**src/rtl/aabbpb_pkg.sv**
```systemverilog
// shared constants, register codes and stage control types for the push-back resolver
// no dependencies; imported by every module of the block
package aabbpb_pkg;

   localparam int COORD_BITS_DEF = 32;
   localparam int HALF_BITS      = 31;
   localparam int SQ_BITS        = 2 * HALF_BITS;
   localparam int DIST_BITS      = SQ_BITS + 2;
   localparam int CSR_IDX_BITS   = 2;

   localparam logic [HALF_BITS-1:0] BOX_HALF_RESET = HALF_BITS'(65536);

   // register indexes
   localparam logic [CSR_IDX_BITS-1:0] CSR_BOX_HALF_X = CSR_IDX_BITS'(0);
   localparam logic [CSR_IDX_BITS-1:0] CSR_BOX_HALF_Y = CSR_IDX_BITS'(1);
   localparam logic [CSR_IDX_BITS-1:0] CSR_BOX_HALF_Z = CSR_IDX_BITS'(2);

   // other shape kind
   localparam logic OP_BOX    = 1'b0;
   localparam logic OP_SPHERE = 1'b1;

   typedef struct packed {
      logic valid;
      logic sphere;
      logic miss;
   } stage_ctl_type;

endpackage

```
**src/rtl/aabbpb_resolve.sv**
```systemverilog
// stages four and five: hit decision, axis choice, moved center and output saturation
// depends on aabbpb_pkg; its stage five registers are the result register of the block
module aabbpb_resolve import aabbpb_pkg::*; #(
   parameter int COORD_BITS = COORD_BITS_DEF
) (
   input  logic                         clock,
   input  logic                         reset,
   input  logic                         adv,
   input  stage_ctl_type                ctl_in,
   input  logic signed [((COORD_BITS > HALF_BITS) ? COORD_BITS : HALF_BITS)+2:0] gap_in [3],
   input  logic        [((COORD_BITS > HALF_BITS) ? COORD_BITS : HALF_BITS)+2:0] gmag_in [3],
   input  logic        [SQ_BITS-1:0]    sq_in   [3],
   input  logic        [SQ_BITS-1:0]    rsq_in,
   input  logic signed [COORD_BITS-1:0] oc_in   [3],
   output logic                         out_valid,
   output logic                         out_hit,
   output logic signed [COORD_BITS-1:0] out_push  [3],
   output logic signed [COORD_BITS-1:0] out_moved [3]
);

   localparam int EW = ((COORD_BITS > HALF_BITS) ? COORD_BITS : HALF_BITS) + 3;
   localparam int MW = EW + 1;

   // stage four
   logic                        v4_ff, hit4_ff, hit4_in;
   logic signed [EW-1:0]        push4_ff [3], push4_in [3];
   logic signed [COORD_BITS-1:0] oc4_ff [3];

   logic [DIST_BITS-1:0] dist2;
   logic [1:0]           axis;
   localparam logic [1:0] AXIS_X = 2'd0;
   localparam logic [1:0] AXIS_Y = 2'd1;
   localparam logic [1:0] AXIS_Z = 2'd2;

   always_comb begin
      dist2 = DIST_BITS'(sq_in[0]) + DIST_BITS'(sq_in[1]) + DIST_BITS'(sq_in[2]);
      hit4_in = !ctl_in.miss && (!ctl_in.sphere || (dist2 <= DIST_BITS'(rsq_in)));
      // least gap wins, x before z before y
      if ((gmag_in[0] <= gmag_in[1]) && (gmag_in[0] <= gmag_in[2])) begin
         axis = AXIS_X;
      end else if ((gmag_in[2] <= gmag_in[0]) && (gmag_in[2] <= gmag_in[1])) begin
         axis = AXIS_Z;
      end else begin
         axis = AXIS_Y;
      end
      for (int i = 0; i < 3; i++) begin
         push4_in[i] = (hit4_in && (axis == 2'(i))) ? gap_in[i] : '0;
      end
   end

   always_ff @(posedge clock) begin
      if (reset) begin
         v4_ff <= 1'b0;
      end else if (adv) begin
         v4_ff <= ctl_in.valid;
      end
   end

   always_ff @(posedge clock) begin
      if (adv) begin
         hit4_ff <= hit4_in;
         for (int i = 0; i < 3; i++) begin
            push4_ff[i] <= push4_in[i];
            oc4_ff[i]   <= oc_in[i];
         end
      end
   end

   // stage five
   logic                        v5_ff, hit5_ff;
   logic signed [COORD_BITS-1:0] push5_ff [3], push5_in [3];
   logic signed [COORD_BITS-1:0] moved5_ff [3], moved5_in [3];
   logic signed [MW-1:0]        msum [3];

   always_comb begin
      for (int i = 0; i < 3; i++) begin
         msum[i] = MW'(oc4_ff[i]) + MW'(push4_ff[i]);
         // clamp to the signed coordinate range
         if (push4_ff[i][EW-1:COORD_BITS-1] == {(EW-COORD_BITS+1){push4_ff[i][EW-1]}}) begin
            push5_in[i] = push4_ff[i][COORD_BITS-1:0];
         end else begin
            push5_in[i] = {push4_ff[i][EW-1], {(COORD_BITS-1){~push4_ff[i][EW-1]}}};
         end
         if (msum[i][MW-1:COORD_BITS-1] == {(MW-COORD_BITS+1){msum[i][MW-1]}}) begin
            moved5_in[i] = msum[i][COORD_BITS-1:0];
         end else begin
            moved5_in[i] = {msum[i][MW-1], {(COORD_BITS-1){~msum[i][MW-1]}}};
         end
      end
   end

   always_ff @(posedge clock) begin
      if (reset) begin
         v5_ff <= 1'b0;
      end else if (adv) begin
         v5_ff <= v4_ff;
      end
   end

   always_ff @(posedge clock) begin
      if (adv) begin
         hit5_ff <= hit4_ff;
         for (int i = 0; i < 3; i++) begin
            push5_ff[i]  <= push5_in[i];
            moved5_ff[i] <= moved5_in[i];
         end
      end
   end

   assign out_valid = v5_ff;
   assign out_hit   = hit5_ff;
   assign out_push  = push5_ff;
   assign out_moved = moved5_ff;

endmodule

```
**config.mk**
```make
export PLATFORM = sky130hd
export DESIGN_NAME = aabbpb_resolve
export DESIGN_NICKNAME = d
export VERILOG_FILES = /design/src/rtl/aabbpb_pkg.sv /design/src/rtl/aabbpb_resolve.sv
export SDC_FILE = /design/constraint.sdc
export NUM_CORES = 1
export LEC_CHECK = 0
export ABC_CLOCK_PERIOD_IN_PS = 17400
export BUFFER_PORTS_ARGS = -buffer_cell sky130_fd_sc_hd__clkbuf_2
export CAP_MARGIN = 40
export CELL_PAD_IN_SITES_DETAIL_PLACEMENT = 0
export CELL_PAD_IN_SITES_GLOBAL_PLACEMENT = 2
export CORE_AREA = 2 2 292 294
export CTS_BUF_LIST = sky130_fd_sc_hd__clkbuf_2
export CTS_CLUSTER_DIAMETER = 50
export DETAILED_ROUTE_END_ITERATION = 8
export DIE_AREA = 0 0 294 296
export PLACE_DENSITY_LB_ADDON = 0.08
export SLEW_MARGIN = 10
export SYNTH_ARGS = -nofsm -noshare
export SYNTH_HDL_FRONTEND = slang
export SYNTH_SLANG_ARGS = --single-unit
```
**constraint.sdc**
```tcl
create_clock -name clock -period 17.4 [get_ports clock]
set_input_delay 3.48 -clock clock [delete_from_list [all_inputs] [get_ports clock]]
set_output_delay 3.48 -clock clock [all_outputs]
set_load 0.05 [all_outputs]
```
==> qor.yml <==
die-area_um2: 87000
report.final.hold_viol_count: 0
antenna_found_initial: 35
rr_startpoint: "push4_ff[0][0]$_SDFFCE_PN0P_"
cts_buffer_depth: 3
core_um2: 84200
vias: 24633
drv_slew: 0
fin_crit_ns: 9.76
core.rowCount: 107
critPathSlowestCell: "o31a_2"
htree_num_levels: 3
setup.worst_path.start: "sq_in[1]"
post-route-util_pct: 41.8
setup.worst_path.class: "input port to register"
cts_tree: "built"
status: "finished, final reports clean"
die_h_um: 296
placer_s_final_routability_congestion_estimate: 0.865
postSynth.asyncResetShare_pct: 0
synth_edf_count: 395
cp.arrival_ns: 10.59
vias_per_cell: 5.22
drive_gt1_share_pct: 26.6
worst_slew_pin_slew_ns: 0.919
largest_net_degree_at_the_start_of_global_routing: 106
grt_use_total_pct: 23.3
synth_area_um2: 29000
critical_path_required_ns: 18.24
port_buffers: 753
critical_path.max_fanout: 35
first_global_vias: 25459
finish.net_count: 4482
final.hold.worst_slack_ns: 0.428
drt_wl_total_mm: 104
cap_viol_max_count: 0
clock_sinks: 397
cts_setup_buffers: 0
dp_hpwl_mm: 86.5
worst_path_largest_cell_delay_ns: 0.75
setup_violations: 0
cts_root_buf: "clkbuf_2"
ioPinCount: 754
timing.clock.skew_ns: 0.0936
power.ir.vdd_worst_mv: 0.0424
initial_utilization_pct: 34.4
final_critical_path_setup_slack_ns: 7.64
detail_route.first_pass.iterations: 5
globalRoute.totalOverflow: 0
worst_rel_slew_slack_pct: 38.2
layout-area-overhead-vs-synth_pct: 21.6
fin_crit_sh_pct: 56.1
avgSynthCellArea_um2: 10.6
setup.worst_path.start_class: "input port"
preCtsSetupSlack_ns: 6.41
cts-resized-gates: 0
leakagePower_nw: 16.5
synth_nets: 3692
synth-seq-area-share_pct: 41.1
pwr_density_cell_nw_per_um2: 104
cts-buffers-inserted: 103
ant_nets: 0
synth.yosys.warnings: 0
die_w_um: 294
syn_inst_count: 2733
rsz_0062_raised_after_global_routing: "false"
critical_path.endpoint_type: "register"
detail_route.iter0.violations: 1299
worst_setup_hold_path_clk_slew_ns: 0.10
hold_path.class: "register to register"
synthDistinctLibCells: 79
critical_path.most_common_cell: "a21oi_1"
fmax_mhz: 102
clk_latency_ns: 1.15
grt_first_pass_wirelength_mm: 153
routed_wire_length_per_instance_um: 22.1
drc: 0
ys_dominant_reg_cell: "edfxtp_1"
postSynthRegisterBits: 397
cts_hold_buffers: 0
setup-tns-final_ns: 0
min-delay-start: "hit4_ff$_DFFE_PP_"
kinds of logic (layout without fill, tap and decap cells):
group | count (synthesis) | count (layout) | share of synthesized area [%]
fa+ha+maj | 399 | 399 | 18.9
xor+xnor | 139 | 139 | 4.20
compound gates | 884 | 884 | 20.5
simple gates | 617 | 617 | 11.1
other cells | 0 | 21 | 0
mux | 8 | 8 | 0.289
flops | 397 | 397 | 41.1
buf+inv | 289 | 1168 | 3.84
state kept, by name, summed over array words and instances (netlist names):
register   count
out_valid      1
push4_ff     105
out_moved     96
oc4_ff        96
v4_ff          1
out_hit        1
hit4_ff        1
out_push      96
per-stage QoR:
stage | area (um^2) | instances | power (mW)
finish | 35200 | 4723 | 3.65
global route | 35200 | 4721 | 3.91
CTS | 35200 | 4702 | 3.70
detailed placement | 34100 | 4508 | 2.97
global placement | 33900 | 4496 | 2.94
floorplan | 29000 | 2733 | 2.43
critical path: cells and delay by family:
kind / cells / cell delay, ns
fa+ha+maj: 4 / 1.37
xor+xnor: 1 / 0.14
buf+inv: 5 / 0.42
compound gates: 12 / 3.50
simple gates: 6 / 1.17
mux: 1 / 0.51
path summary, 6_finish.rpt:
path / end / slack, ns / cells after the start
worst max-delay path: push4_ff[0][17]$_SDFFCE_PN0P_ / 7.64 / 29
worst min-delay path: out_hit$_DFFE_PP_ / 0.43 / 0
worst max register to register: out_moved[90]$_DFFE_PP_ / 12.45 / 13
worst min register to register: out_hit$_DFFE_PP_ / 0.43 / 0
Yosys cell counts, drive strengths merged, types with 9 or more instances:
cell / n / area (um^2)
nor3: 28 / 140
and4: 12 / 105
o21a: 23 / 173
and2: 79 / 494
nand2: 133 / 502
buf: 22 / 111
inv: 194 / 728
o21bai: 24 / 180
ha: 333 / 4170
nor2: 117 / 439
a21oi: 213 / 1070
or3: 11 / 68.8
edfxtp: 395 / 11900
nand2b: 28 / 175
a2111oi: 16 / 140
o32ai: 22 / 193
fa: 66 / 1320
clkbuf: 73 / 274
o211ai: 27 / 233
and3: 19 / 119
o221ai: 9 / 78.8
o31ai: 41 / 308
a21o: 229 / 1720
nor2b: 60 / 375
a31oi: 19 / 119
nand4: 63 / 394
xnor2: 78 / 683
xor2: 61 / 534
o21ai: 151 / 756
nand3: 39 / 195
a211oi: 28 / 210
placed cells by master (no fill, tap or decap), drive strengths merged, types with 23 or more instances in the layout:
cell type and count:
nand2 133, a21o 229, buf 28, xor2 61, nand2b 28, o21bai 24, fa 66, a211oi 28
clkbuf 880, nor2b 60, inv 198, o31ai 41, edfxtp 395, ha 333, and2 79, xnor2 78
nor3 28, nand3 39, o21a 23, a21oi 213, o211ai 27, o21ai 151, clkinv 56, nor2 117
nand4 63
per-layer routing:
layer  vias to the layer above  part of all wire (%)  track usage [%]
li1                      11923                     -                -
met1                     11824                    40             27.2
met2                       697                    51             41.4
met3                       161                   6.4             5.80
met4                        28                   2.5             7.90
met5                         -                  0.16                0
final cells by class:
cell class,instances,area (um^2)
well taps,1090,1360
inverters,194,728
multi-input cells,2047,16000
diodes,21,52.6
clock buffers,128,641
clock inverters,66,404
fillers,8450,49000
flip-flops and latches,397,11900
repair buffers,780,4110
power breakdown:
group / switching (mW) / internal [mW] / total, mW
registers: 0.0657 / 1.22 / 1.28
logic: 1.07 / 0.590 / 1.66
clock network: 0.419 / 0.287 / 0.707
total: 1.56 / 2.09 / 3.65
(Power assumes the default switching activity.)
